<file path="src/sv/se2pc_pkg.sv">
// Shared types and constants for the SE(2) pose composition pipeline.
// Used by every module of the block; depends on nothing else.
package se2pc_pkg;

  // Width of the guarded CORDIC vector: Q.24 positions plus gain growth.
  localparam int XW = 42;
  // Width of the residual angle inside the rotator, Q3.29 plus a sign margin.
  localparam int ZW = 33;
  // Width used for the final sum and the saturation compare.
  localparam int SUMW = 50;
  localparam int GUARD_BITS = 8;

  localparam logic [31:0] GAIN_Q32 = 32'd2608131496;

  localparam logic signed [33:0] ANG_PI = 34'sd1686629713;
  localparam logic signed [33:0] ANG_TWO_PI = 34'sd3373259426;
  localparam logic signed [ZW-1:0] ANG_HALF_PI = 33'sd843314857;

  // atan(2^-i) in Q3.29, rounded to nearest.
  localparam logic [ZW-3:0] ATAN_Q29 [32] = '{
    31'd421657428, 31'd248918915, 31'd131521918, 31'd66762579,
    31'd33510843, 31'd16771758, 31'd8387925, 31'd4194219,
    31'd2097141, 31'd1048575, 31'd524288, 31'd262144,
    31'd131072, 31'd65536, 31'd32768, 31'd16384,
    31'd8192, 31'd4096, 31'd2048, 31'd1024,
    31'd512, 31'd256, 31'd128, 31'd64,
    31'd32, 31'd16, 31'd8, 31'd4,
    31'd2, 31'd1, 31'd0, 31'd0
  };

  // Input pose pair; the first member declared sits in the highest bits.
  typedef struct packed {
    logic signed [31:0] rhs_theta;
    logic signed [31:0] rhs_y;
    logic signed [31:0] rhs_x;
    logic signed [31:0] lhs_theta;
    logic signed [31:0] lhs_y;
    logic signed [31:0] lhs_x;
  } pair_t;

  // Composed pose, out_x in the lowest bits.
  typedef struct packed {
    logic signed [31:0] out_theta;
    logic signed [31:0] out_y;
    logic signed [31:0] out_x;
  } res_t;

  // Payload that travels through the rotator stages.
  typedef struct packed {
    logic signed [XW-1:0] x;
    logic signed [XW-1:0] y;
    logic signed [ZW-1:0] z;
    logic signed [31:0]   lx;
    logic signed [31:0]   ly;
    logic signed [31:0]   heading;
  } rot_t;

endpackage

</file>
<file path="src/sv/se2pc_cordic_stage.sv">
// One micro-rotation of the CORDIC rotator, registered.
// Depends on se2pc_pkg for the payload type and the arctangent table.
module se2pc_cordic_stage
  import se2pc_pkg::*;
#(
  parameter int IDX = 0
) (
  input  logic clk,
  input  logic rst,
  input  logic en,
  input  logic in_valid,
  input  rot_t in_data,
  output logic out_valid,
  output rot_t out_data
);

  localparam logic signed [ZW-1:0] ATAN_STEP = $signed({2'b00, ATAN_Q29[IDX]});

  logic signed [XW-1:0] xs;
  logic signed [XW-1:0] ys;
  rot_t                 stage_next;

  assign xs = in_data.x >>> IDX;
  assign ys = in_data.y >>> IDX;

  always_comb begin
    stage_next = in_data;
    if (!in_data.z[ZW-1]) begin
      stage_next.x = in_data.x - ys;
      stage_next.y = in_data.y + xs;
      stage_next.z = in_data.z - ATAN_STEP;
    end else begin
      stage_next.x = in_data.x + ys;
      stage_next.y = in_data.y - xs;
      stage_next.z = in_data.z + ATAN_STEP;
    end
  end

  always_ff @(posedge clk) begin
    if (rst) begin
      out_valid <= 1'b0;
    end else if (en) begin
      out_valid <= in_valid;
    end
    if (en) begin
      out_data <= stage_next;
    end
  end

endmodule

</file>
<file path="config.mk">
export PLATFORM = sky130hd
export DESIGN_NAME = se2pc_cordic_stage
export DESIGN_NICKNAME = d
export VERILOG_FILES = /design/src/sv/se2pc_pkg.sv /design/src/sv/se2pc_cordic_stage.sv
export SDC_FILE = /design/constraint.sdc
export NUM_CORES = 1
export LEC_CHECK = 0
export ABC_AREA = 1
export BUFFER_PORTS_ARGS = -buffer_cell sky130_fd_sc_hd__buf_4
export CAP_MARGIN = 20
export CELL_PAD_IN_SITES_DETAIL_PLACEMENT = 0
export CELL_PAD_IN_SITES_GLOBAL_PLACEMENT = 1
export CORE_MARGIN = 2
export CORE_UTILIZATION = 35
export CTS_BUF_LIST = sky130_fd_sc_hd__clkbuf_2 sky130_fd_sc_hd__clkbuf_4 sky130_fd_sc_hd__clkbuf_8
export CTS_CLUSTER_DIAMETER = 30
export DETAILED_ROUTE_END_ITERATION = 6
export PLACE_DENSITY_LB_ADDON = 0.1
export SLEW_MARGIN = 0
export SYNTH_ARGS = -nofsm -noshare
export SYNTH_HDL_FRONTEND = slang
export SYNTH_SLANG_ARGS = --single-unit
</file>
<file path="constraint.sdc">
create_clock -name clk -period 4.3 [get_ports clk]
set_input_delay 0.86 -clock clk [delete_from_list [all_inputs] [get_ports clk]]
set_output_delay 0.86 -clock clk [all_outputs]
set_load 0.005 [all_outputs]
</file>
## Word level (Yosys, flattened, before mapping)

Index checks and enable logic that the tools add are counted.
W data, S select, Z words.

- Output and inout port bits: 214
- Logic and storage cells: 13
- Bits in registers: 214

- Muxes and demuxes: 1
- $add $sub $neg: 5

Operators by type and width:

| operator | count |
|---|---|
| $mux W117 | 1 |
| $sub A42 B42 Y42 | 2 |
| $add A42 B42 Y42 | 1 |
| $add A33 B30 Y33 const B | 1 |
| $sub A33 B30 Y33 const B | 1 |

## Logic depth before layout (Yosys ltp)

- Depth after elaboration: 2
- Mapped depth: 17

## Worst setup path before layout

No wires, ideal clock.

- Kind: input port to flip-flop
- Start point: input in_data[128] (netlist bit)
- End point: register out_data[124] (netlist bit), data pin
- Data arrival time: 3,326 ps
- Data required time: 4,047 ps
- Setup slack: 721 ps
- Setup time: 253 ps
- Cell stages on the path: 15
- Path through: clkbuf_1 -> inv_1 -> clkbuf_1 -> clkbuf_1 -> ha_1 -> a21oi_1 -> nand2_1 -> nand3_1 -> nand3_1 -> a21oi_1 -> inv_1 -> nand2_1 -> nand3_1 -> nand2_1 -> nand2_1

RTL lines:

| item | line | RTL |
|---|---|---|
| from (decl) | se2pc_cordic_stage.sv:12 | `input rot_t in_data,` |
| to (signal assigned) | se2pc_cordic_stage.sv:46 | `out_data <= stage_next;` |
| to (decl) | se2pc_cordic_stage.sv:14 | `output rot_t out_data` |

==> metrics.md <==
| Metric | Value |
|---|---|
| CTS max path bufs | `3` |
| Synth Register Bits | `roughly 210` |
| Gp weighted congestion | `approximately 0.97` |
| Post-synthesis cell type count | `42` |
| Hold depth | `2` |
| CP cell instances | `buf_4 -> ha_1 -> fa_1 -> inv_1 -> nand2_1 -> nand2_1 -> nand2_1 -> nand2_1 -> nand2_1 -> nand2_1 -> nand2_1 -> nand2_1 -> nand2_1 -> nand3_1 -> nand2_1` |
| DR pass1 iterations | `7` |
| Max_slew headroom | `a little under half` |
| Die Y | `~230 µm` |
| # DRC | `0` |
| # nets final | `approximately 3400` |
| Crit path DAT | `~3.7 ns` |
| CP delay by family, top | `simple AND/OR/NAND/NOR gates` |
| First-pass GRT wire length | `roughly 110000 µm` |
| Layout cells sized above 1 | `between 15 and 20%` |
| Sequential cell area | `approximately 0.0064 mm²` |
| Fin Hold WS | `between 0.3 and 0.4 ns` |
| Worst Setup End Kind | `flip-flop` |
| Critical path's slowest cell | `fa_1` |
| Via/cell ratio | `4.97` |
| Port bufs | `430` |
| CTS Sinks | `around 210` |
| Clock Tree Root | `clkbuf_8` |
| RSZ-0062 raised after global routing | `false` |
| Gr usage total | `27.2%` |
| DRT iter0 DRCs | `~1300` |
| Core footprint | `roughly 0.052 mm²` |
| Total vias in the final route | `around 19000` |
| Post-placement cell count | `3685` |
| Crit-path most repeated cell | `nand2_1` |
| Slew Viols, Final | `0` |
| CTS H-tree depth | `2` |
| PnR worst setup slack | `a little under 1 ns` |
| Fin crit period | `3.31 ns` |
| Antenna violation net count after detailed routing | `0` |
| Run status | `completed` |
| Ports | `431` |
| Clock-pin slew on the worst setup and hold paths | `roughly 0.06 ns` |
| CP peak stage delay | `0.53 ns` |
| Core Util, Final | `between 40% and 50%` |
| Share of Yosys cell area claimed by the top area cell type | `34.7%` |
| Cts bufs inserted | `51` |
| RR Startpoint | `out_valid$_SDFFE_PP0P_` |
| GR peak layer | `met2` |
| Setup WS pre-CTS | `approximately 0.44 ns` |
| Sequential fraction of the synthesis area | `around a third` |
| Synth Area per Inst | `approximately 7.0 µm²` |
| CP Buf/Inv Count | `2` |
| # rows | `between 80 and 90` |
| Worst-Skew Late Latency | `roughly 0.62 ns` |
| CTS tree | `built` |
| Worst R2R Path Depth | `2` |
| Worst hold endpoint | `out_valid$_SDFFE_PP0P_` |
| Area leader, netlist | `edfxtp_1` |
| Max Cap Viol | `0` |
| FF-to-FF End | `out_valid$_SDFFE_PP0P_` |
| Drt total wl | `around 75000 µm` |
| Initial antenna violation count | `1` |
| FMAX | `302 MHz` |
| Critical path required time | `4.66 ns` |
| WS Path Type | `input port to flip-flop` |
| Final hold viol count | `0` |
| Syn_nets | `around 3000` |
| Initial Util | `roughly 36%` |
| Count leader, synth | `nand2_1` |
| Synth warn | `0` |
| Synth top area cells | `edfxtp_1, nand2_1, ha_1` |
| Post-synth ARST share | `0%` |
| GR Overflow Total | `0` |
| Tcrit/Tclk final | `between 70 and 80%` |
| Worst setup SP type | `input port` |
| Vias in the first global route | `18700` |
| Synth top cells by count | `nand2_1, inv_1, nand3_1, edfxtp_1, nor2_1` |
| Die Area | `roughly 0.054 mm²` |
| Layout area overhead | `26.6%` |
| TNS Setup | `0 ns` |
| Layout Cells excl Fill | `about 3800` |
| Netlist Area Pre-Place | `0.0183 mm²` |
| Worst-Margin Slew | `0.791 ns` |
| HP Start | `rst` |
| Fill cell count | `approximately 5500` |
| Cells after Synth | `2616` |
| Met1 Resource Use GR | `between 30% and 40%` |
| Critical Path Fanout Max | `4` |
| Dpl hpwl | `about 64000 µm` |
| Tightest Hold Check Type | `input port to flip-flop` |
| M2 GR Usage | `between 40% and 50%` |
| Clock Skew | `0 ns` |
| Pwr/cell area | `about 320 mW/mm²` |
| Setup violators final | `0` |
| P_leak | `11.8 nW` |
| Area occupied by multi-input gates | `roughly 0.01 mm²` |
| Maximum vdd drop | `between 200 and 250 µV` |
| EDFF count, synth | `between 200 and 250` |
| Synth Flop Type | `edfxtp_1` |
| Pin count of the biggest net entering global routing | `84` |
| Register-to-Register Setup Slack | `roughly 3.7 ns` |
| Cts hold-fix bufs | `0` |
| DR WL/cell | `19.9 µm` |
| Total setup buffers inserted after CTS | `0` |
| Post-cts repair resize count | `0` |
| Die X | `~230 µm` |
| M3 GR Usage | `4.42%` |
[layout make-up]
type,count,share of cell area [%]
antenna,1,0.0108
sequential,213,27.5
timing repair buffer,447,14.6
inverter,413,6.69
tap,680,3.67
clock buffer,58,3.25
clock inverter,33,1.08
multi-input combinational,1932,43.2
[layer usage]
layer	part of all wire, %	routed length (µm)
met5	0	0
met4	4.3	3250
met3	6.5	4910
met2	47	35000
met1	43	32000
[registers in the layout (all words and copies together) (netlist names)]
register,flops
out_data,212
out_valid,1
[layout by cell type (no fill, tap or decap), types with 3 or more instances in the layout]
cell type,instances
or2_1,4
edfxtp_1,212
and2_1,8
a21oi_2,3
o21ai_1,10
clkinv_2,13
xor2_1,51
inv_2,8
nand2_2,14
clkbuf_4,7
bufinv_16,3
nor3_1,13
clkbuf_8,51
nand2_1,862
o21ai_0,97
nand3_1,230
ha_1,152
o21a_1,4
clkinv_4,3
inv_1,404
o21ai_2,5
nand4_1,14
nor2_1,198
nor2_2,32
a21oi_1,169
clkinv_1,11
a21o_1,5
o21bai_1,22
nand3b_1,8
o22ai_1,10
buf_4,445
fa_1,4
[cells by family after synthesis]
kind of cell               share of synthesized area, %
AOI/OAI and AO/OA                                  9.84
xor gates and xnor gates                           2.49
muxes                                            0.0546
DFF                                                34.9
adders and majority gates                          10.8
buffers and inverters                              10.4
and+or+nand+nor                                    31.5
[worst max-delay path by stage]
stage | end | cells after the start | start | slack [ns]
finish | out_data[203]$_DFFE_PP_ | 15 | in_data[129] | 0.99
global route | out_data[195]$_DFFE_PP_ | 16 | in_data[171] | 0.97
CTS | out_data[203]$_DFFE_PP_ | 15 | in_data[129] | 1.12
detailed placement | out_data[203]$_DFFE_PP_ | 15 | in_data[129] | 0.44
global placement | out_data[203]$_DFFE_PP_ | 15 | in_data[129] | 0.38
floorplan | out_data[124]$_DFFE_PP_ | 15 | in_data[128] | 0.72
[report_power, final]
group	switching [W]	internal (W)
Clock	0.00101	0.00135
Sequential	0.0000730	0.00259
Combinational	0.00156	0.000924
Total	0.00264	0.00487
[through the flow]
stage	area, µm²	total power (W)
2_1_floorplan	18300	0.00399
3_3_place_gp	22200	0.00518
3_5_place_dp	22200	0.00518
4_1_cts	23200	0.00759
5_1_grt	23200	0.00796
6_report	23200	0.00751
Power figures use the tool's default switching activity.
