**src/sv/se2pc_pkg.sv**
```systemverilog
// Shared types and constants for the SE(2) pose composition pipeline.
// Used by every module of the block; depends on nothing else.
package se2pc_pkg;

  // Width of the guarded CORDIC vector: Q.24 positions plus gain growth.
  localparam int XW = 42;
  // Width of the residual angle inside the rotator, Q3.29 plus a sign margin.
  localparam int ZW = 33;
  // Width used for the final sum and the saturation compare.
  localparam int SUMW = 50;
  localparam int GUARD_BITS = 8;

  localparam logic [31:0] GAIN_Q32 = 32'd2608131496;

  localparam logic signed [33:0] ANG_PI = 34'sd1686629713;
  localparam logic signed [33:0] ANG_TWO_PI = 34'sd3373259426;
  localparam logic signed [ZW-1:0] ANG_HALF_PI = 33'sd843314857;

  // atan(2^-i) in Q3.29, rounded to nearest.
  localparam logic [ZW-3:0] ATAN_Q29 [32] = '{
    31'd421657428, 31'd248918915, 31'd131521918, 31'd66762579,
    31'd33510843, 31'd16771758, 31'd8387925, 31'd4194219,
    31'd2097141, 31'd1048575, 31'd524288, 31'd262144,
    31'd131072, 31'd65536, 31'd32768, 31'd16384,
    31'd8192, 31'd4096, 31'd2048, 31'd1024,
    31'd512, 31'd256, 31'd128, 31'd64,
    31'd32, 31'd16, 31'd8, 31'd4,
    31'd2, 31'd1, 31'd0, 31'd0
  };

  // Input pose pair; the first member declared sits in the highest bits.
  typedef struct packed {
    logic signed [31:0] rhs_theta;
    logic signed [31:0] rhs_y;
    logic signed [31:0] rhs_x;
    logic signed [31:0] lhs_theta;
    logic signed [31:0] lhs_y;
    logic signed [31:0] lhs_x;
  } pair_t;

  // Composed pose, out_x in the lowest bits.
  typedef struct packed {
    logic signed [31:0] out_theta;
    logic signed [31:0] out_y;
    logic signed [31:0] out_x;
  } res_t;

  // Payload that travels through the rotator stages.
  typedef struct packed {
    logic signed [XW-1:0] x;
    logic signed [XW-1:0] y;
    logic signed [ZW-1:0] z;
    logic signed [31:0]   lx;
    logic signed [31:0]   ly;
    logic signed [31:0]   heading;
  } rot_t;

endpackage

```
**src/sv/se2pc_prescale.sv**
```systemverilog
// Front of the pipeline: gain pre-scale, heading wrap and sum, quarter-turn
// pre-rotation. Two register stages. Depends on se2pc_pkg.
module se2pc_prescale
  import se2pc_pkg::*;
(
  input  logic  clk,
  input  logic  rst,
  input  logic  en,
  input  logic  in_valid,
  input  pair_t in_data,
  output logic  out_valid,
  output rot_t  out_data
);

  logic signed [64:0] prod_x;
  logic signed [64:0] prod_y;
  logic signed [33:0] lt_ext;
  logic signed [33:0] lt_wrap;
  logic signed [33:0] hsum;
  logic signed [33:0] hsum_wrap;

  logic  mid_valid;
  rot_t  mid;
  rot_t  rot_next;

  assign prod_x = $signed(in_data.rhs_x) * $signed({1'b0, GAIN_Q32});
  assign prod_y = $signed(in_data.rhs_y) * $signed({1'b0, GAIN_Q32});

  always_comb begin
    lt_ext = 34'(in_data.lhs_theta);
    if (lt_ext > ANG_PI) begin
      lt_wrap = lt_ext - ANG_TWO_PI;
    end else if (lt_ext <= -ANG_PI) begin
      lt_wrap = lt_ext + ANG_TWO_PI;
    end else begin
      lt_wrap = lt_ext;
    end
    hsum = 34'(in_data.lhs_theta) + 34'(in_data.rhs_theta);
    if (hsum > ANG_PI) begin
      hsum_wrap = hsum - ANG_TWO_PI;
    end else if (hsum <= -ANG_PI) begin
      hsum_wrap = hsum + ANG_TWO_PI;
    end else begin
      hsum_wrap = hsum;
    end
  end

  // The rotator converges only within a quarter turn, so larger headings are
  // first turned by a right angle exactly.
  always_comb begin
    rot_next = mid;
    if (mid.z > ANG_HALF_PI) begin
      rot_next.x = -mid.y;
      rot_next.y = mid.x;
      rot_next.z = mid.z - ANG_HALF_PI;
    end else if (mid.z < -ANG_HALF_PI) begin
      rot_next.x = mid.y;
      rot_next.y = -mid.x;
      rot_next.z = mid.z + ANG_HALF_PI;
    end
  end

  always_ff @(posedge clk) begin
    if (rst) begin
      mid_valid <= 1'b0;
      out_valid <= 1'b0;
    end else if (en) begin
      mid_valid <= in_valid;
      out_valid <= mid_valid;
    end
    if (en) begin
      mid.x       <= XW'(prod_x >>> (32 - GUARD_BITS));
      mid.y       <= XW'(prod_y >>> (32 - GUARD_BITS));
      mid.z       <= ZW'(lt_wrap);
      mid.lx      <= in_data.lhs_x;
      mid.ly      <= in_data.lhs_y;
      mid.heading <= hsum_wrap[31:0];
      out_data    <= rot_next;
    end
  end

endmodule

```
**config.mk**
```make
export PLATFORM = sky130hd
export DESIGN_NAME = se2pc_prescale
export DESIGN_NICKNAME = d
export VERILOG_FILES = /design/src/sv/se2pc_pkg.sv /design/src/sv/se2pc_prescale.sv
export SDC_FILE = /design/constraint.sdc
export NUM_CORES = 2
export LEC_CHECK = 0
export BUFFER_PORTS_ARGS = -buffer_cell sky130_fd_sc_hd__buf_4
export CORE_ASPECT_RATIO = 1.1
export CORE_MARGIN = 8
export CORE_UTILIZATION = 57
export DETAILED_ROUTE_END_ITERATION = 6
export PLACE_DENSITY_LB_ADDON = 0.25
export SLEW_MARGIN = 20
export SYNTH_ARGS = -nofsm -noshare
export SYNTH_HDL_FRONTEND = slang
export SYNTH_SLANG_ARGS = --single-unit
export TNS_END_PERCENT = 50
```
**constraint.sdc**
```tcl
create_clock -name clk -period 8.81 [get_ports clk]
set_clock_uncertainty 0.1 [all_clocks]
set_input_delay 1.762 -clock clk [delete_from_list [all_inputs] [get_ports clk]]
set_output_delay 1.762 -clock clk [all_outputs]
set_load 0.05 [all_outputs]
```
# Word level (Yosys, flattened, before mapping)
# Cells that the tools add are included.
[word_totals] ff_bits=426 input_bits=196 out_inout_bits=214 elab_cells=37
[classes] addsub=9 n_mul=2 n_lt_le_gt_ge=6 muxes=6
[op_table] operator="$mux 117" count=2
[op_table] operator="$mul 32x30->62 const B" count=2
[op_table] operator="$neg 41->42" count=2
[op_table] operator="$mux 33" count=2
[op_table] operator="$mux 32" count=2
[op_table] operator="$add 32x32->33" count=1
[op_table] operator="$add 32x33->33 const B" count=1
[op_table] operator="$add 33x31->33 const B" count=1
[op_table] operator="$gt 33x31->1 const B" count=1
[op_table] operator="$gt 33x32->1 const B" count=1
[op_table] operator="$le 33x32->1 const B" count=1
[op_table] operator="$lt 33x31->1 const B" count=1
[op_table] operator="$sub 32x33->33 const B" count=1
[op_table] operator="$sub 33x31->33 const B" count=1
[op_table] operator="$add 32x31->32 const B" count=1
[op_table] operator="$gt 32x32->1 const B" count=1
[op_table] operator="$le 32x32->1 const B" count=1
[op_table] operator="$sub 32x31->32 const B" count=1

# Logic depth before layout (Yosys ltp)
[depth] ltp_word=4 ltp_mapped=31 mapped_depth_nobuf=30

# Worst setup path before layout
# OpenSTA, ideal clock, no wires.
[synth_timing] path_type="input -> register" start="input in_data[111] (netlist name)" end="register mid[208] (netlist name) (data pin)" setup_time_ns=0.258 t_arrival_ns=8.609 required_ns=8.452 path_slack_ns=-0.157 stages=26 n_path_buf=1 cell_sequence="ha_1 clkbuf_1 xor2_1 xnor2_1 fa_1 fa_1 inv_1 fa_1 fa_1 fa_1 inv_1 fa_1 inv_1 ha_1 a21oi_1 o21ai_0 a2111oi_0 o31a_1 a211o_1 a31oi_1 o21ai_0 a211oi_1 or2_2 a211o_1 a21oi_1 xnor2_1"
[synth_between] elab_chain_cells=1
[synth_rtl] element="start, declared" line_no="se2pc_prescale.sv:10" source="input pair_t in_data,"
[synth_rtl] element="$mul 32x30->62" line_no="se2pc_prescale.sv:26" source="assign prod_x = $signed(in_data.rhs_x) * $signed({1'b0, GAIN_Q32});"
[synth_rtl] element="named net prod_x[61]" line_no="se2pc_prescale.sv:15" source="logic signed [64:0] prod_x;"
[synth_rtl] element="end, declared" line_no="se2pc_prescale.sv:23" source="rot_t mid;"
# The timed path passes the listed nets, and every way through them passes these cells.
# A chain may end at the register's enable or synchronous reset.

# Worst setup path in the final report
[layout_timing] start="input in_data[102] (netlist name)" end="register mid[207] (netlist name) (data pin)"
# The elaborated chain is that of the path after synthesis.

==> impl_summary.txt <==
----------------------------------------------------
[Run status]
  Run status ... completed

[Floorplan]
  Die area ... 112900 um2
  Initial core utilization ... 57.26%
  Die Ht ... 351.5 um
  Die X ... 321.0 um
  Standard cell core area ... 101900 um2
  Number of rows in the core area ... 123
  Count of pins on the block boundary ... 410

[Critical path]
  Crit path required time ... 9.04 ns
  Reg2reg start ... mid[186]
  Worst-path maximum fanout ... 6
  Type of the worst setup path ... in2reg
  Category of the worst setup path launch point ... primary input
  Critical Path AT ... 9.03 ns
  Logic depth of the worst register-to-register path ... 12
  Critical Path Start ... in_data[102]
  Internal reg-to-reg setup slack ... 3.84 ns
  FF-to-FF End ... out_data[168]
  Endpoint kind of the worst setup timing path ... flip-flop

[Job]
  Number of maximum-capacitance violations ... 0

[STA]
  Worst setup margin ... 0.007513 ns
  Unrepaired setup endpoints after global routing ... yes
  Relative slew slack ... 20.39%
  Tcrit/Tclk final ... 99.91%
  Number of endpoints with negative hold slack in the final report ... 0
  Final worst path period need ... 8.802 ns
  Worst-margin pin slew ... 1.189 ns
  Aggregate negative setup slack ... 0 ns
  Maximum operating frequency ... 0.1136 GHz
  Max-slew violations ... 0
  # setup viols final ... 0

[Cells and area]
  Non-filler cells in the finished layout ... 8067
  Flip-flop and latch area ... 12770 um2
  Finished Cell Area ... 70640 um2
  Area of the multi-input gates ... 40920 um2
  Area growth, synth to finish ... 21.09%
  Fraction of final layout cells sized beyond drive strength 1 ... 21.20%
  Fill cell total of the finished layout ... 7957
  NumNets Final ... 8482

[Logic synthesis]
  Top cell type's share of synthesized area ... 29.48%
  Share of async-settable or async-resettable flops after synthesis ... 0%
  Sequential cell area fraction in the yosys report ... 21.89%
  Dominant register cell in the synthesized netlist ... edfxtp_1
  Number of warnings printed during yosys synthesis ... 0
  Number of distinct standard cells referenced by the synthesized netlist ... 93
  Mean instance size in the synthesized netlist ... 10.56 um2
  Synth Register Bits ... 426
  Post-synth net total ... 7353
  EDFF count, synth ... 424
  Cell with the most instances after synthesis ... inv_1
  Cells after Synth ... 5527
  Synth cell count leaders ... 1248 x inv_1, 859 x fa_1, 771 x ha_1
  Mapped cell area ... 58340 um2
  Top cells by area, synth ... fa_1 29%, edfxtp_1 22%, ha_1 17%
  Synth area leader ... fa_1

[GRT]
  GRT Overall Usage ... 34.49%
  Final global-route overflow total ... 0
  Vias in the first global route ... 47290
  Number of antenna violations at the first check in global routing ... 2
  First-pass GRT wire length ... 291.5 mm
  Largest net degree at the start of global routing ... 137

[Clocking]
  CTS clock-pin slew for the worst setup and hold paths ... 0.06 ns
  Hold buffer count at CTS ... 0
  Clock tree buffer depth ... 3
  Clock latency reported for the late side of the worst-skew pair ... 0.62 ns
  CTS tree ... done
  Cell chosen for the clock root ... clkbuf_16
  Sinks on Clock Net ... 426
  H-Tree Level Count ... 2
  Number of buffers created by CTS ... 44

[Worst hold path]
  Startpoint of the worst hold path ... mid[9]
  Endpoint, Worst Hold ... out_data[9]
  Instance count along the most critical hold path ... 0
  Kind of path behind the tightest hold check ... reg2reg

[Placed design]
  DP Wirelength ... 172.3 mm
  Placement Setup Slack ... -0.8749 ns
  Cell area after placement ... 68650 um2
  Global placer's final weighted congestion ... 1.026
  Number of buffers added on ports ... 409
  Post-placement cell count ... 7979

[Drt]
  Final WL ... 195.2 mm
  Post-route DRC ... 0
  Via count normalized by instance count ... 5.583
  Number of routed nets with antenna violations ... 0
  Mean routed wirelength per cell ... 24.20 um
  First-pass iteration count of the detailed router ... 6
  Detailed-route via count ... 45040
  Drt initial violations ... 3571

----------------------------------------------------
==> layout by cell type (no fill, tap or decap), types with 11 or more instances in the layout <==
master	count
inv_1	1244
buf_4	1201
fa_1	851
ha_1	754
edfxtp_1	424
a21oi_1	212
o21ai_0	190
nor2_1	175
nand2_1	166
xnor2_1	165
xor2_1	160
a21o_1	111
nor3_1	97
a221o_1	56
nand3_1	50
nor3b_1	48
o21a_1	45
clkbuf_16	44
or3_1	41
nand4_1	34
nor2b_1	33
and3_1	29
and2_1	24
o22ai_1	23
a31oi_1	23
a21oi_2	22
o21ai_1	22
a211oi_1	21
o211ai_1	21
nand2b_1	21
nor4_1	20
or2_2	19
o31ai_1	19
and4_1	15
a22oi_1	15
xor2_2	13
o21bai_1	12
a211o_1	12
clkinv_2	11
==> cell type report <==
class                      count  share of cell area [%]
clock buffer                  51                   1.596
timing repair buffer        1205                   12.87
tap                         1375                   2.435
sequential                   426                   18.08
antenna                        2                0.007085
inverter                    1250                   6.644
clock inverter                29                  0.4410
multi-input combinational   3729                   57.93
==> critical path, stage by stage <==
cell	delay [ns]
buf_4	0.16
ha_1	0.32
xor2_1	0.20
ha_1	0.22
a21oi_2	0.20
xnor2_1	0.10
ha_1	0.38
inv_2	0.08
fa_1	0.54
inv_1	0.06
fa_1	0.47
fa_1	0.50
fa_1	0.51
fa_1	0.56
ha_4	0.21
a222oi_1	0.32
nand2_1	0.17
nor4_2	0.33
buf_4	0.17
o31a_1	0.23
a211o_1	0.23
a31oi_4	0.11
o21ai_2	0.21
a211oi_2	0.12
or2_4	0.26
a211o_1	0.29
buf_4	0.14
xor2_1	0.14
==> worst max path at each step <==
stage | end | slack (ns) | cells after the start
after global routing | mid[207] | -0.13 | 29
after floorplan | mid[208] | 0.03 | 29
after detailed placement | mid[169] | -0.87 | 32
after global placement | mid[169] | -0.79 | 31
after CTS | mid[169] | 0.004 | 29
final | mid[207] | 0.008 | 28
==> logic make-up after synthesis <==
group | synth area share (%)
adders and majority gates | 46.01
buffers and inverters | 8.907
AOI/OAI and AO/OA | 10.51
and+or+nand+nor | 7.399
DFF | 21.89
xor gates and xnor gates | 5.194
muxes | 0.08579
==> sequential cells by signal, summed over array words and instances (netlist names) <==
register and count:
mid 211, mid_valid 1, out_data 213, out_valid 1
==> per-stage QoR <==
step | hold slack (ns) | utilization, %
floorplan | 0.3003 | -
global placement | 0.3004 | 67.39
detailed placement | 0.3045 | 67.39
CTS | 0.2834 | 68.83
global route | 0.3073 | 69.34
finish | 0.2907 | 69.34
==> metal layers <==
| layer | GRT usage [%] | up-vias | wire (um) |
|---|---|---|---|
| li1 | - | 20590 | - |
| met1 | 41.78 | 22280 | 73850 |
| met2 | 59.81 | 1764 | 95540 |
| met3 | 6.297 | 407 | 14330 |
| met4 | 16.06 | 0 | 11480 |
| met5 | 0 | - | 0 |
==> repair_timing <==
| item | in CTS | in global routing |
|---|---|---|
| gates resized for setup | 8 | 102 |
| pin swaps | 1 | 42 |
| endpoints found under the setup margin | 12 | 27 |
| setup buffers | 1 | 5 |
Power is not shown: default switching activity piles up to over one toggle a cycle in this logic, so the estimate is an artifact.
