[config.mk]
export PLATFORM = sky130hd
export DESIGN_NAME = se2pc_post
export DESIGN_NICKNAME = d
export VERILOG_FILES = /design/src/sv/se2pc_pkg.sv /design/src/sv/se2pc_post.sv
export SDC_FILE = /design/constraint.sdc
export NUM_CORES = 1
export LEC_CHECK = 0
export ABC_AREA = 1
export BUFFER_PORTS_ARGS = -buffer_cell sky130_fd_sc_hd__buf_2
export CORE_ASPECT_RATIO = 0.9
export CORE_MARGIN = 1.5
export CORE_UTILIZATION = 40
export DETAILED_ROUTE_END_ITERATION = 10
export PLACE_DENSITY_LB_ADDON = 0.05
export SLEW_MARGIN = 10
export SYNTH_ARGS = -nofsm -noshare
export SYNTH_HDL_FRONTEND = slang
export SYNTH_SLANG_ARGS = --single-unit
[constraint.sdc]
create_clock -name clk -period 3 [get_ports clk]
set_input_delay 0.6 -clock clk [delete_from_list [all_inputs] [get_ports clk]]
set_output_delay 0.6 -clock clk [all_outputs]
set_load 0.02 [all_outputs]
[src/sv/se2pc_pkg.sv]
// Shared types and constants for the SE(2) pose composition pipeline.
// Used by every module of the block; depends on nothing else.
package se2pc_pkg;

  // Width of the guarded CORDIC vector: Q.24 positions plus gain growth.
  localparam int XW = 42;
  // Width of the residual angle inside the rotator, Q3.29 plus a sign margin.
  localparam int ZW = 33;
  // Width used for the final sum and the saturation compare.
  localparam int SUMW = 50;
  localparam int GUARD_BITS = 8;

  localparam logic [31:0] GAIN_Q32 = 32'd2608131496;

  localparam logic signed [33:0] ANG_PI = 34'sd1686629713;
  localparam logic signed [33:0] ANG_TWO_PI = 34'sd3373259426;
  localparam logic signed [ZW-1:0] ANG_HALF_PI = 33'sd843314857;

  // atan(2^-i) in Q3.29, rounded to nearest.
  localparam logic [ZW-3:0] ATAN_Q29 [32] = '{
    31'd421657428, 31'd248918915, 31'd131521918, 31'd66762579,
    31'd33510843, 31'd16771758, 31'd8387925, 31'd4194219,
    31'd2097141, 31'd1048575, 31'd524288, 31'd262144,
    31'd131072, 31'd65536, 31'd32768, 31'd16384,
    31'd8192, 31'd4096, 31'd2048, 31'd1024,
    31'd512, 31'd256, 31'd128, 31'd64,
    31'd32, 31'd16, 31'd8, 31'd4,
    31'd2, 31'd1, 31'd0, 31'd0
  };

  // Input pose pair; the first member declared sits in the highest bits.
  typedef struct packed {
    logic signed [31:0] rhs_theta;
    logic signed [31:0] rhs_y;
    logic signed [31:0] rhs_x;
    logic signed [31:0] lhs_theta;
    logic signed [31:0] lhs_y;
    logic signed [31:0] lhs_x;
  } pair_t;

  // Composed pose, out_x in the lowest bits.
  typedef struct packed {
    logic signed [31:0] out_theta;
    logic signed [31:0] out_y;
    logic signed [31:0] out_x;
  } res_t;

  // Payload that travels through the rotator stages.
  typedef struct packed {
    logic signed [XW-1:0] x;
    logic signed [XW-1:0] y;
    logic signed [ZW-1:0] z;
    logic signed [31:0]   lx;
    logic signed [31:0]   ly;
    logic signed [31:0]   heading;
  } rot_t;

endpackage

[src/sv/se2pc_post.sv]
// Back of the pipeline: rounds the rotated vector to Q16.16, adds the first
// position, saturates and holds the output register. Depends on se2pc_pkg.
module se2pc_post
  import se2pc_pkg::*;
#(
  parameter int POSITION_BITS = 32
) (
  input  logic clk,
  input  logic rst,
  input  logic en,
  input  logic in_valid,
  input  rot_t in_data,
  output logic out_valid,
  output res_t out_data,
  output logic out_sat
);

  localparam logic signed [SUMW-1:0] POS_HI =
    SUMW'((64'sd1 <<< (POSITION_BITS - 1)) - 64'sd1);
  localparam logic signed [SUMW-1:0] POS_LO = -POS_HI - SUMW'(1);
  localparam logic signed [XW-1:0] ROUND_HALF = XW'(1) <<< (GUARD_BITS - 1);

  typedef struct packed {
    logic signed [XW-GUARD_BITS-1:0] px;
    logic signed [XW-GUARD_BITS-1:0] py;
    logic signed [31:0]              lx;
    logic signed [31:0]              ly;
    logic signed [31:0]              heading;
  } rnd_t;

  logic signed [XW-1:0] xr_full;
  logic signed [XW-1:0] yr_full;
  logic                 rnd_valid;
  rnd_t                 rnd;
  logic signed [SUMW-1:0] sum_x;
  logic signed [SUMW-1:0] sum_y;
  logic signed [SUMW-1:0] sat_x;
  logic signed [SUMW-1:0] sat_y;
  logic                 clip_x;
  logic                 clip_y;

  assign xr_full = (in_data.x + ROUND_HALF) >>> GUARD_BITS;
  assign yr_full = (in_data.y + ROUND_HALF) >>> GUARD_BITS;

  assign sum_x = SUMW'(rnd.px) + SUMW'(rnd.lx);
  assign sum_y = SUMW'(rnd.py) + SUMW'(rnd.ly);

  always_comb begin
    clip_x = 1'b1;
    if (sum_x > POS_HI) begin
      sat_x = POS_HI;
    end else if (sum_x < POS_LO) begin
      sat_x = POS_LO;
    end else begin
      sat_x  = sum_x;
      clip_x = 1'b0;
    end
    clip_y = 1'b1;
    if (sum_y > POS_HI) begin
      sat_y = POS_HI;
    end else if (sum_y < POS_LO) begin
      sat_y = POS_LO;
    end else begin
      sat_y  = sum_y;
      clip_y = 1'b0;
    end
  end

  always_ff @(posedge clk) begin
    if (rst) begin
      rnd_valid <= 1'b0;
      out_valid <= 1'b0;
    end else if (en) begin
      rnd_valid <= in_valid;
      out_valid <= rnd_valid;
    end
    if (en) begin
      rnd.px             <= xr_full[XW-GUARD_BITS-1:0];
      rnd.py             <= yr_full[XW-GUARD_BITS-1:0];
      rnd.lx             <= in_data.lx;
      rnd.ly             <= in_data.ly;
      rnd.heading        <= in_data.heading;
      out_data.out_x     <= sat_x[31:0];
      out_data.out_y     <= sat_y[31:0];
      out_data.out_theta <= rnd.heading;
      out_sat            <= clip_x | clip_y;
    end
  end

endmodule
==> Word-level counts from Yosys, hierarchy flattened <==
Cells that the tools add are included.
{ "totals": {"out_inout_bits": 98, "in_bits": 217, "register_bits": 263, "elab_cells": 26} }
{ "classes": {"addsub": 4, "bitwise": 1, "muxes": 6, "order_cmp": 4} }
{ "op_table": {"columns": ["operator", "count"], "rows": [
  ["$add 42x9->42 const B", 2],
  ["$add 34x32->35", 2],
  ["$gt 35x32->1 const B", 2],
  ["$lt 35x32->1 const B", 2],
  ["$mux 32", 2],
  ["$mux 1", 4],
  ["$or 1x1->1", 1]
]} }

==> Depth between registers and ports, before layout <==
Gate-level depths: netlist of the first run.
{ "depth": {"depth_word": 5, "ltp_mapped": 20} }

==> Least setup slack after synthesis of the first run <==
Ideal clock, no wire load.
{ "synth_timing": {"path_kind": "register to register", "start": "register rnd[32] in the netlist's numbering", "end": "register out_data[33] in the netlist's numbering, data pin", "setup_ps": 255, "n_path_buf": 1, "arrival_ps": 2363, "slack_ps": 382, "path_stages_with_launch": 19, "cell_sequence": "edfxtp_1 -> ha_1 -> fa_1 -> nand2_1 -> inv_1 -> nand2_1 -> nand2_1 -> nand2_1 -> nand2_1 -> a21oi_2 -> o21ai_2 -> nand2_1 -> nand3_1 -> xor2_1 -> a21oi_2 -> buf_2 -> inv_2 -> nand2_1 -> nand2_1"} }
{ "synth_between": {"elab_chain_len": 3, "elab_cells_between_ends": 4} }
{ "synth_lines": {"columns": ["element", "line", "text"], "rows": [
  ["start, declared", "se2pc_post.sv:34", "rnd_t rnd;"],
  ["$add 34x32->35 *", "se2pc_post.sv:46", "assign sum_y = SUMW'(rnd.py) + SUMW'(rnd.ly);"],
  ["$lt 35x32->1", "se2pc_post.sv:61", "end else if (sum_y < POS_LO) begin"],
  ["$mux 32", "se2pc_post.sv:61", null],
  ["end, declared", "se2pc_post.sv:14", "output res_t out_data,"]
]} }
Mark *: on every way between the ends. The rest lies on a longest branch, timed or not.
A chain may end at the register's enable or synchronous reset.

==> Worst setup path after layout of the first run <==
{ "layout_timing": {"start": "register rnd[130] in the netlist's numbering", "end": "register out_data[12] in the netlist's numbering, data pin"} }
{ "layout_between": {"elab_chain_len": 3, "elab_cells_between_ends": 4} }
{ "layout_lines": {"columns": ["element", "line", "text"], "rows": [
  ["$add 34x32->35 *", "se2pc_post.sv:45", "assign sum_x = SUMW'(rnd.px) + SUMW'(rnd.lx);"],
  ["$lt 35x32->1", "se2pc_post.sv:52", "end else if (sum_x < POS_LO) begin"],
  ["$mux 32", "se2pc_post.sv:52", null]
]} }
Marked as above.

==> results of run 1 <==
==> per-layer routing <==
layer / track usage [%] / up-vias / wire length, um
met5: 0 / - / 0
met4: 3.763 / 0 / 518
met3: 3.962 / 41 / 2757
met2: 31.07 / 371 / 16800
met1: 30.27 / 5418 / 19110
li1: - / 5892 / -
==> worst reg2reg max path: cells and delay by family (launching register included) <==
kind,cells,cell delay [ns]
and+or+nand+nor,12,1.26
adders and majority gates,2,0.64
buffers and inverters,3,0.52
DFF,1,0.37
==> power by group through the flow <==
stage / combinational (uW) / sequential (uW) / clock, uW
global placement: 3230 / 4890 / 0
floorplan: 1630 / 5180 / 0
CTS: 3330 / 4830 / 3730
global route: 4090 / 4860 / 3890
detailed placement: 3250 / 4890 / 0
finish: 3720 / 4820 / 3620
==> state kept, by name, summed over array words and instances (netlist names) <==
register and flops:
out_data 96, out_valid 1, rnd 164, out_sat 1, rnd_valid 1
==> cell usage in the layout (no fill, tap or decap), types with 9 or more instances in the layout <==
cell type | synthesis | routed
a21oi_1 | 81 | 75
ha_2 | 0 | 9
nor3_1 | 24 | 22
xnor2_1 | 37 | 36
nor2_2 | 5 | 14
nand2_4 | 0 | 10
nand3_1 | 82 | 74
nand4_1 | 32 | 32
edfxtp_1 | 261 | 261
buf_4 | 0 | 69
nand2_2 | 8 | 42
clkbuf_16 | 0 | 33
xor2_1 | 61 | 58
nand3_2 | 3 | 9
ha_1 | 70 | 55
nand2_1 | 433 | 389
inv_1 | 167 | 165
buf_2 | 7 | 266
nor2_1 | 126 | 114
o21ai_0 | 58 | 56
==> through the flow <==
stage          TNS (ns)  util, %  total power [uW]  instance area (sq um)  instances
2_1_floorplan         0        -              6807                  14400       1516
3_3_place_gp     -1.402    47.69              8119                  16830       2309
3_5_place_dp     -1.849    47.69              8136                  16830       2309
4_1_cts               0    50.80             11890                  17930       2364
5_1_grt          -6.804    52.42             12830                  18500       2376
6_report        -0.8047    52.42             12150                  18500       2376
==> path summary, 6_finish.rpt <==
kind / from / to / slack [ns]
worst min-delay path: in_data[53] / rnd[53] / 0.21
worst max register to register: rnd[130] / out_data[12] / -0.04
worst min register to register: rnd[6] / out_data[70] / 0.42
worst max-delay path: rnd[130] / out_data[12] / -0.04
==> cell type report <==
class                      count  area (sq um)  share of cell area (%)
sequential                   263          7878                   42.58
multi-input combinational   1072          6296                   34.03
timing repair buffer         349          2135                   11.54
clock buffer                  32         737.0                   3.983
inverter                     169         639.4                   3.456
tap                          469         586.8                   3.171
clock inverter                22         231.5                   1.251
==> repair_timing <==
action                     4_1_cts  5_1_grt
gates cloned                     1        4
pin swaps                        7       24
setup endpoints to repair       37       63
buffers inserted                 0        8
resized for setup               22      103
==> kinds of logic after synthesis <==
logic type	after synthesis	synth area share, %
flops	263	54.71
compound gates	166	6.204
xor+xnor	98	5.961
buf+inv	181	4.953
fa+ha+maj	72	6.361
simple gates	736	21.81
==> results.txt, run 1 <==
Critical Path End Type = flop
critical path arrival = 3.36 ns
core area = 0.03530 sq mm
post-detail-place hpwl = 30530 um
slew at the pin closest to its max-slew limit = 0.5738 ns
setup repair after global routing missed its margin = yes
Pins Over Slew Limit = 0
share of power burned in the clock network = 29.8%
largest vdd supply drop = 450.9 uV
cell count along the critical path = 17
failing checks = negative setup slack
CTS max path bufs = 3
worst-case setup margin in the final layout = -0.04079 ns
count of filler cells inserted in the layout = 3382
number of synthesized flops with an enable pin = 261
DIE AREA = 0.03715 sq mm
first-pass GRT wire length = 59120 um
Tmin final = 3.041 ns
Max-slew headroom = 61.45%
final-stage net count = 2173
GR Overflow Total = 0
depth of the worst hold-timing path = 1
Skew-Pair Late Insertion Delay = 0.56 ns
maximum clock rate = 328.9 MHz
count of endpoints failing hold in the final timing report = 0
number of buffers inserted by port buffering = 267
category of the critical setup timing path = flop to flop
vias after detailed routing = 11.72k
count of nets left with antenna violations after detail routing = 0
static power due to leakage = 0.008158 uW
top post-synthesis cells by area = edfxtp_1 54%, nand2_1 11%, ha_1 6.1%, inv_1 4.4%, xor2_1 3.7%
highest fanout seen on the critical path = 7
synthesized area = 0.01440 sq mm
CP Cell Sequence = ha_2, fa_2, buf_4, nand3_2, nand3_2, buf_4, nand2_1, nand2_2, nand2_2, nand2_2, nor2_1, nand4_1, nor3_1, nand2_1, nand3_4, clkbuf_16, nand2_2
Row Count = 65
gate count after technology mapping = 1516
starting density of the core = 40.79%
fraction of synthesized cell area taken by the top area cell type = 54.43%
Area growth syn-to-layout = 28.50%
count of unique library cells instantiated by Yosys = 42
flip-flop cell with the highest count after synthesis = edfxtp_1
max-cap check violation count = 0
cell occurring most often along the worst timing path = nand2_2
Routed Wire Length = 39190 um
net switching power figure = 3965 uW
critical path startpoint category = flop
io pins = 315
sequential-to-total area share from yosys stat = 54.71%
cell with the most instances after synthesis = nand2_1
Comb power frac = 30.6%
library cell with the largest summed area after synthesis = edfxtp_1
average routed wire per standard cell = 16.49 um
Syn Nets = 1805
Synth warnings = 0
result of the run = finished with violations
fraction of power consumed by sequential logic = 39.6%
drt via density = 4.934
overall die width = 203.0 um
clock slew at the register clock pins of the worst setup and hold paths = 0.06 ns
global-route usage over all layers = 20.38%
setup skew after layout = 0.01234 ns
category of cells accounting for the largest share of critical-path delay = simple AND/OR/NAND/NOR gates
switching fraction of total power = 32.63%
synthesized flop and latch total = 263
required time of the critical path = 3.32 ns
CTS Hold Buffers Added = 0
number of endpoints failing setup at the final stage = 31
ranking of synthesized cells by instance count = 433 x nand2_1, 261 x edfxtp_1, 167 x inv_1
count of clock tree sinks = 263
Max H-tree Level = 1
router iterations before antenna repair = 5
number of buffers created by CTS = 29
die outline height = 183.0 um
Critical Path Slowest Stage Cell = fa_2
via count of the first global-routing pass = 11.02k
number of cells traversed by the worst register-to-register path = 17
number of design-rule violations left by the first detailed-router iteration = 714
gp weighted congestion = 0.8841
Hold Crit Class = primary input to flop
internal cell power = 8186 uW
post-synthesis async set-or-reset flop share = 0%
antenna violations before repair = 0
Hold WS = 0.2082 ns
Antenna Cells = 0
pre-CTS WS = -0.08968 ns
largest net degree at the start of global routing = 82
share of cells above drive strength 1 = 27.43%
final cycle utilization of the critical path = 101.4%
cell chosen for the clock root = clkbuf_16
power per cell area = 656.7 mW/mm^2
DRC violations left = 0
delay of the slowest cell on the worst path = 0.42 ns
TritonCTS clock tree = done
Avg Cell Area, Syn = 9.498 sq um
CP bufs+invs = 3
No activity file was read; power rests on OpenSTA's default activity.
==> run 2, diff against run 1 <==
--- a/config.mk
+++ b/config.mk
@@ -9,9 +9,9 @@
 export BUFFER_PORTS_ARGS = -buffer_cell sky130_fd_sc_hd__buf_2
 export CORE_ASPECT_RATIO = 0.9
 export CORE_MARGIN = 1.5
-export CORE_UTILIZATION = 40
+export CORE_UTILIZATION = 45
 export DETAILED_ROUTE_END_ITERATION = 10
-export PLACE_DENSITY_LB_ADDON = 0.05
+export PLACE_DENSITY = 0.76
 export SLEW_MARGIN = 10
 export SYNTH_ARGS = -nofsm -noshare
 export SYNTH_HDL_FRONTEND = slang
==> run 2 against run 1 <==
The flow now finishes without violations; sequential cell count stayed put; global-route usage up 0.48 points; final cell count is 4.3% lower; clock skew increased by 0.00075 ns; final area shrank 2.9%; register-to-register slack improved by 0.12 ns; die area down 11%; worst hold slack improved by 0.019 ns; clock power decreased by 2%; critical path type unchanged; largest power group unchanged.
==> results.txt, run 2 (same netlist as run 1, synthesis figures left out) <==
count of endpoints failing hold in the final timing report = 0
global-route usage over all layers = 20.85%
slew at the pin closest to its max-slew limit = 0.5016 ns
average routed wire per standard cell = 15.70 um
CP Cell Sequence = ha_4, nand2_1, nor2_1, nand2_1, nand2_2, nand2_1, nand2_2, nand2_1, nand2_1, nand2_1, nand2_1, nand3_1, nor3_2, nand2_1, nand3_4, clkbuf_16, nand2_2
Max H-tree Level = 1
worst-case setup margin in the final layout = 0.07975 ns
delay of the slowest cell on the worst path = 0.45 ns
critical path arrival = 3.22 ns
power per cell area = 650.2 mW/mm^2
max-cap check violation count = 0
setup repair after global routing missed its margin = yes
result of the run = finished clean
starting density of the core = 46.13%
Critical Path Slowest Stage Cell = edfxtp_1
Max-slew headroom = 66.56%
leading cell type in the layout, fill and taps excluded = nand2_1
drt via density = 5.084
post-route total power = 11690 uW
critical path startpoint category = flop
number of buffers inserted by port buffering = 267
setup skew after layout = 0.01309 ns
post-detail-place hpwl = 27840 um
Post-Route Utilization = 57.58%
core area = 0.03122 sq mm
cell chosen for the clock root = clkbuf_16
category of the critical setup timing path = flop to flop
count of nets left with antenna violations after detail routing = 0
highest routing layer actually used = met4
via count of the first global-routing pass = 10.98k
clock slew at the register clock pins of the worst setup and hold paths = 0.06 ns
leading registers by flop count = rnd (164), out_data (96)
number of buffers created by CTS = 29
overall die width = 191.6 um
CTS max path bufs = 3
pre-CTS WS = 0.05172 ns
flip-flop count of the largest register, all copies and words added = 164
count of clock tree sinks = 263
maximum clock rate = 342.4 MHz
number of design-rule violations left by the first detailed-router iteration = 706
die outline height = 172.7 um
DRC violations left = 0
share of cells above drive strength 1 = 24.50%
Met3 Routed Length = 1806 um
required time of the critical path = 3.29 ns
Tmin final = 2.920 ns
commonest cells after routing, fill and taps aside = 401 x nand2_1, 266 x buf_2, 261 x edfxtp_1, 167 x inv_1, 118 x nor2_1
static power due to leakage = 0.007885 uW
antenna violations before repair = 7
TritonCTS clock tree = done
Pins Over Slew Limit = 0
CTS Hold Buffers Added = 0
Met1 Routed Length = 14650 um
category of cells accounting for the largest share of critical-path delay = simple AND/OR/NAND/NOR gates
GR Overflow Total = 0
largest vdd supply drop = 415.3 uV
cell occurring most often along the worst timing path = nand2_1
number of endpoints failing setup at the final stage = 0
final-stage net count = 2125
Row Count = 61
DIE AREA = 0.03308 sq mm
Area growth syn-to-layout = 24.83%
gp weighted congestion = 0.9148
Skew-Pair Late Insertion Delay = 0.55 ns
Hold Crit Class = primary input to flop
Sum Neg Setup Slack = 0 ns
vias after detailed routing = 11.56k
CP bufs+invs = 1
largest net degree at the start of global routing = 62
final cycle utilization of the critical path = 97.34%
highest fanout seen on the critical path = 8
placed instance count = 2208
router iterations before antenna repair = 5
fin cells = 2273
Routed Wire Length = 35690 um
io pins = 315
Biggest register = rnd
first-pass GRT wire length = 54280 um
Critical Path End Type = flop
WL met2 = 17620 um
-- run 2: area by class of cell --
| class | instances | area, sq um |
|---|---|---|
| inverters | 169 | 634.4 |
| clock inverters | 19 | 222.7 |
| diodes | 7 | 17.52 |
| well taps | 409 | 511.7 |
| fillers | 2666 | 13240 |
| repair buffers | 301 | 1739 |
| clock buffers | 33 | 740.7 |
| multi-input cells | 1072 | 6230 |
| flip-flops and latches | 263 | 7878 |
-- run 2: repair_timing --
| item | CTS | global route |
|---|---|---|
| endpoints found under the setup margin | 0 | 63 |
| setup buffers | 0 | 3 |
| hold endpoints to repair | 0 | 0 |
| gates resized for setup | 0 | 101 |
-- run 2: path summary, 6_finish.rpt --
check            from            to  slack, ns  cells past startpoint
max reg2reg  rnd[133]  out_data[14]       0.08                     17
min reg2reg    rnd[5]  out_data[69]       0.41                      0
min               rst     out_valid       0.23                      2
max          rnd[133]  out_data[14]       0.08                     17
-- run 2: per-stage QoR --
stage	hold slack, ns	area, sq um
after global routing	0.2070	17970
final	0.2274	17970
after CTS	0.1994	17440
after global placement	0.4002	16480
after floorplan	0.4003	14400
after detailed placement	0.4045	16480
-- run 2: power by group --
group / leakage (uW) / total (uW) / internal, uW / switching (uW)
Sequential: 0.00256 / 4810 / 4650 / 161
Clock: 0.000469 / 3560 / 2130 / 1430
Combinational: 0.00486 / 3320 / 1210 / 2110
-- run 2: metal layers --
layer / track usage (%) / vias up
met2: 36.46 / 356
met5: 0 / -
met3: 2.537 / 82
met1: 25.74 / 5324
met4: 9.245 / 0
li1: - / 5795
==> run 3, diff against run 2 <==
--- a/config.mk
+++ b/config.mk
@@ -9,9 +9,10 @@
 export BUFFER_PORTS_ARGS = -buffer_cell sky130_fd_sc_hd__buf_2
 export CORE_ASPECT_RATIO = 0.9
 export CORE_MARGIN = 1.5
-export CORE_UTILIZATION = 45
+export CORE_UTILIZATION = 55
+export CTS_CLUSTER_DIAMETER = 50
 export DETAILED_ROUTE_END_ITERATION = 10
-export PLACE_DENSITY = 0.76
+export PLACE_DENSITY = 0.81
 export SLEW_MARGIN = 10
 export SYNTH_ARGS = -nofsm -noshare
 export SYNTH_HDL_FRONTEND = slang
==> run 3 against run 2 <==
Sequential power is essentially flat; critical endpoint is now out_data[50]; count of clock-buffer cells in the layout grew 1; maximum frequency grew 0.40%; largest power group unchanged; largest cell class unchanged; sequential share of layout area grew 0.35 points; via count grew 1.7%.
==> results.txt, run 3 (same netlist as run 1, synthesis figures left out) <==
setup skew after layout = 0.009914 ns
Tmin final = 2.909 ns
maximum clock rate = 343.8 MHz
leading registers by flop count = rnd (164), out_data (96)
highest fanout seen on the critical path = 6
highest routing layer actually used = met5
static power due to leakage = 0.007851 uW
number of buffers inserted by port buffering = 267
WL met2 = 17660 um
number of design-rule violations left by the first detailed-router iteration = 837
required time of the critical path = 3.29 ns
worst reg-to-reg setup slack = 0.09 ns
overall die width = 173.6 um
category of the critical setup timing path = flop to flop
core area = 0.02546 sq mm
flip-flop count of the largest register, all copies and words added = 164
vias after detailed routing = 11.76k
antenna violations before repair = 11
power per cell area = 645.1 mW/mm^2
drt via density = 5.318
Storage cell area = 0.007878 sq mm
post-detail-place hpwl = 27450 um
largest vdd supply drop = 422.4 uV
number of endpoints failing setup at the final stage = 0
via count of the first global-routing pass = 10.78k
Routed Wire Length = 35840 um
TritonCTS clock tree = done
Skew-Pair Late Insertion Delay = 0.55 ns
count of endpoints failing hold in the final timing report = 0
placed instance count = 2133
final cycle utilization of the critical path = 96.95%
count of filler cells inserted in the layout = 1911
cell area after layout = 0.01783 sq mm
area of the multi-input gates = 0.006171 sq mm
fin cells = 2211
die outline height = 156.5 um
Worst Min Path Start = rst
pre-CTS WS = -0.003878 ns
Met1 Routed Length = 14770 um
Row Count = 55
cell chosen for the clock root = clkbuf_16
critical path arrival = 3.20 ns
CTS Hold Buffers Added = 0
router iterations before antenna repair = 8
Area after DPL = 0.01632 sq mm
io pins = 315
launching element of the worst setup path = rnd[96]
Hold Crit Class = primary input to flop
Sum Neg Setup Slack = 0 ns
count of nets left with antenna violations after detail routing = 0
Pins Over Slew Limit = 0
final-stage net count = 2130
worst-case setup margin in the final layout = 0.09146 ns
average routed wire per standard cell = 16.21 um
result of the run = finished clean
leading cell type in the layout, fill and taps excluded = nand2_1
clock slew at the register clock pins of the worst setup and hold paths = 0.06 ns
Critical Path End Type = flop
gp weighted congestion = 0.9427
largest net degree at the start of global routing = 74
commonest cells after routing, fill and taps aside = 419 x nand2_1, 266 x buf_2, 261 x edfxtp_1, 166 x inv_1, 117 x nor2_1
GR Overflow Total = 0
Max-slew headroom = 65.20%
DRC violations left = 0
startpoint of the worst-slack reg-to-reg timing path = rnd[96]
first-pass GRT wire length = 53450 um
CTS max path bufs = 3
number of buffers created by CTS = 29
starting density of the core = 56.55%
max-cap check violation count = 0
slew at the pin closest to its max-slew limit = 0.5180 ns
Area growth syn-to-layout = 23.83%
Met3 Routed Length = 2304 um
critical path startpoint category = flop
Biggest register = rnd
DIE AREA = 0.02716 sq mm
count of clock tree sinks = 263
share of cells above drive strength 1 = 23.92%
Max H-tree Level = 1
global-route usage over all layers = 25.02%
run 3: changes by cell type in the layout (fill, tap and decap cells not counted), moves of 3 or more:
| cell | previous run | this run |
|---|---|---|
| ha_2 | 8 | 11 |
| nand2_2 | 35 | 20 |
| buf_4 | 22 | 27 |
| ha_1 | 51 | 48 |
| nand2_4 | 5 | 2 |
| nand2_1 | 401 | 419 |
run 3: path summary, 6_finish.rpt:
kind	end	cells past startpoint
hold / removal	out_valid	2
setup reg to reg	out_data[50]	16
hold reg to reg	out_data[78]	0
setup / recovery	out_data[50]	16
run 3: timing repair:
| item | 4_1_cts | 5_1_grt |
|---|---|---|
| pin swaps | 0 | 18 |
| endpoints found under the setup margin | 20 | 63 |
| gates resized for setup | 1 | 86 |
| gates cloned | 0 | 4 |
| setup buffers | 0 | 15 |
| hold endpoints to repair | 0 | 0 |
run 3: report_power, final:
part | total (uW) | switching [uW] | internal [uW]
clock | 3370 | 1410 | 1960
sequential | 4840 | 187 | 4650
combinational | 3290 | 2070 | 1220
run 3: critical path, cell delays in order (launching register included):
cell,delay (ns)
edfxtp_1,0.37
ha_2,0.21
fa_2,0.37
nand2_2,0.07
inv_2,0.04
nand2_2,0.06
nand2_4,0.06
nand2_2,0.09
nand2_4,0.06
a21oi_4,0.21
o21ai_2,0.10
nand2_1,0.09
nand3_2,0.10
xor2_2,0.18
a21oi_4,0.33
clkbuf_16,0.22
o21ai_0,0.08
run 3: through the flow:
| step | util [%] | hold slack, ns | power [uW] |
|---|---|---|---|
| floorplan | - | 0.4003 | 6807 |
| global placement | 64.09 | 0.4004 | 7759 |
| detailed placement | 64.09 | 0.4045 | 7838 |
| CTS | 67.70 | 0.1945 | 11200 |
| global route | 70.00 | 0.1994 | 12040 |
| finish | 70.02 | 0.2129 | 11500 |
run 3: routing by layer:
layer / up-vias / track usage, %
met5: - / 0
met4: 4 / 7.453
met3: 84 / 3.401
met2: 474 / 43.83
met1: 5387 / 32.60
li1: 5809 / -
run 3: cell type report:
| cell class | instances | share of cell area (%) |
|---|---|---|
| flip-flops and latches | 263 | 44.18 |
| multi-input cells | 1072 | 34.61 |
| repair buffers | 306 | 9.993 |
| clock buffers | 34 | 4.175 |
| inverters | 169 | 3.558 |
| well taps | 342 | 2.400 |
| clock inverters | 16 | 0.9544 |
| diodes | 9 | 0.1263 |
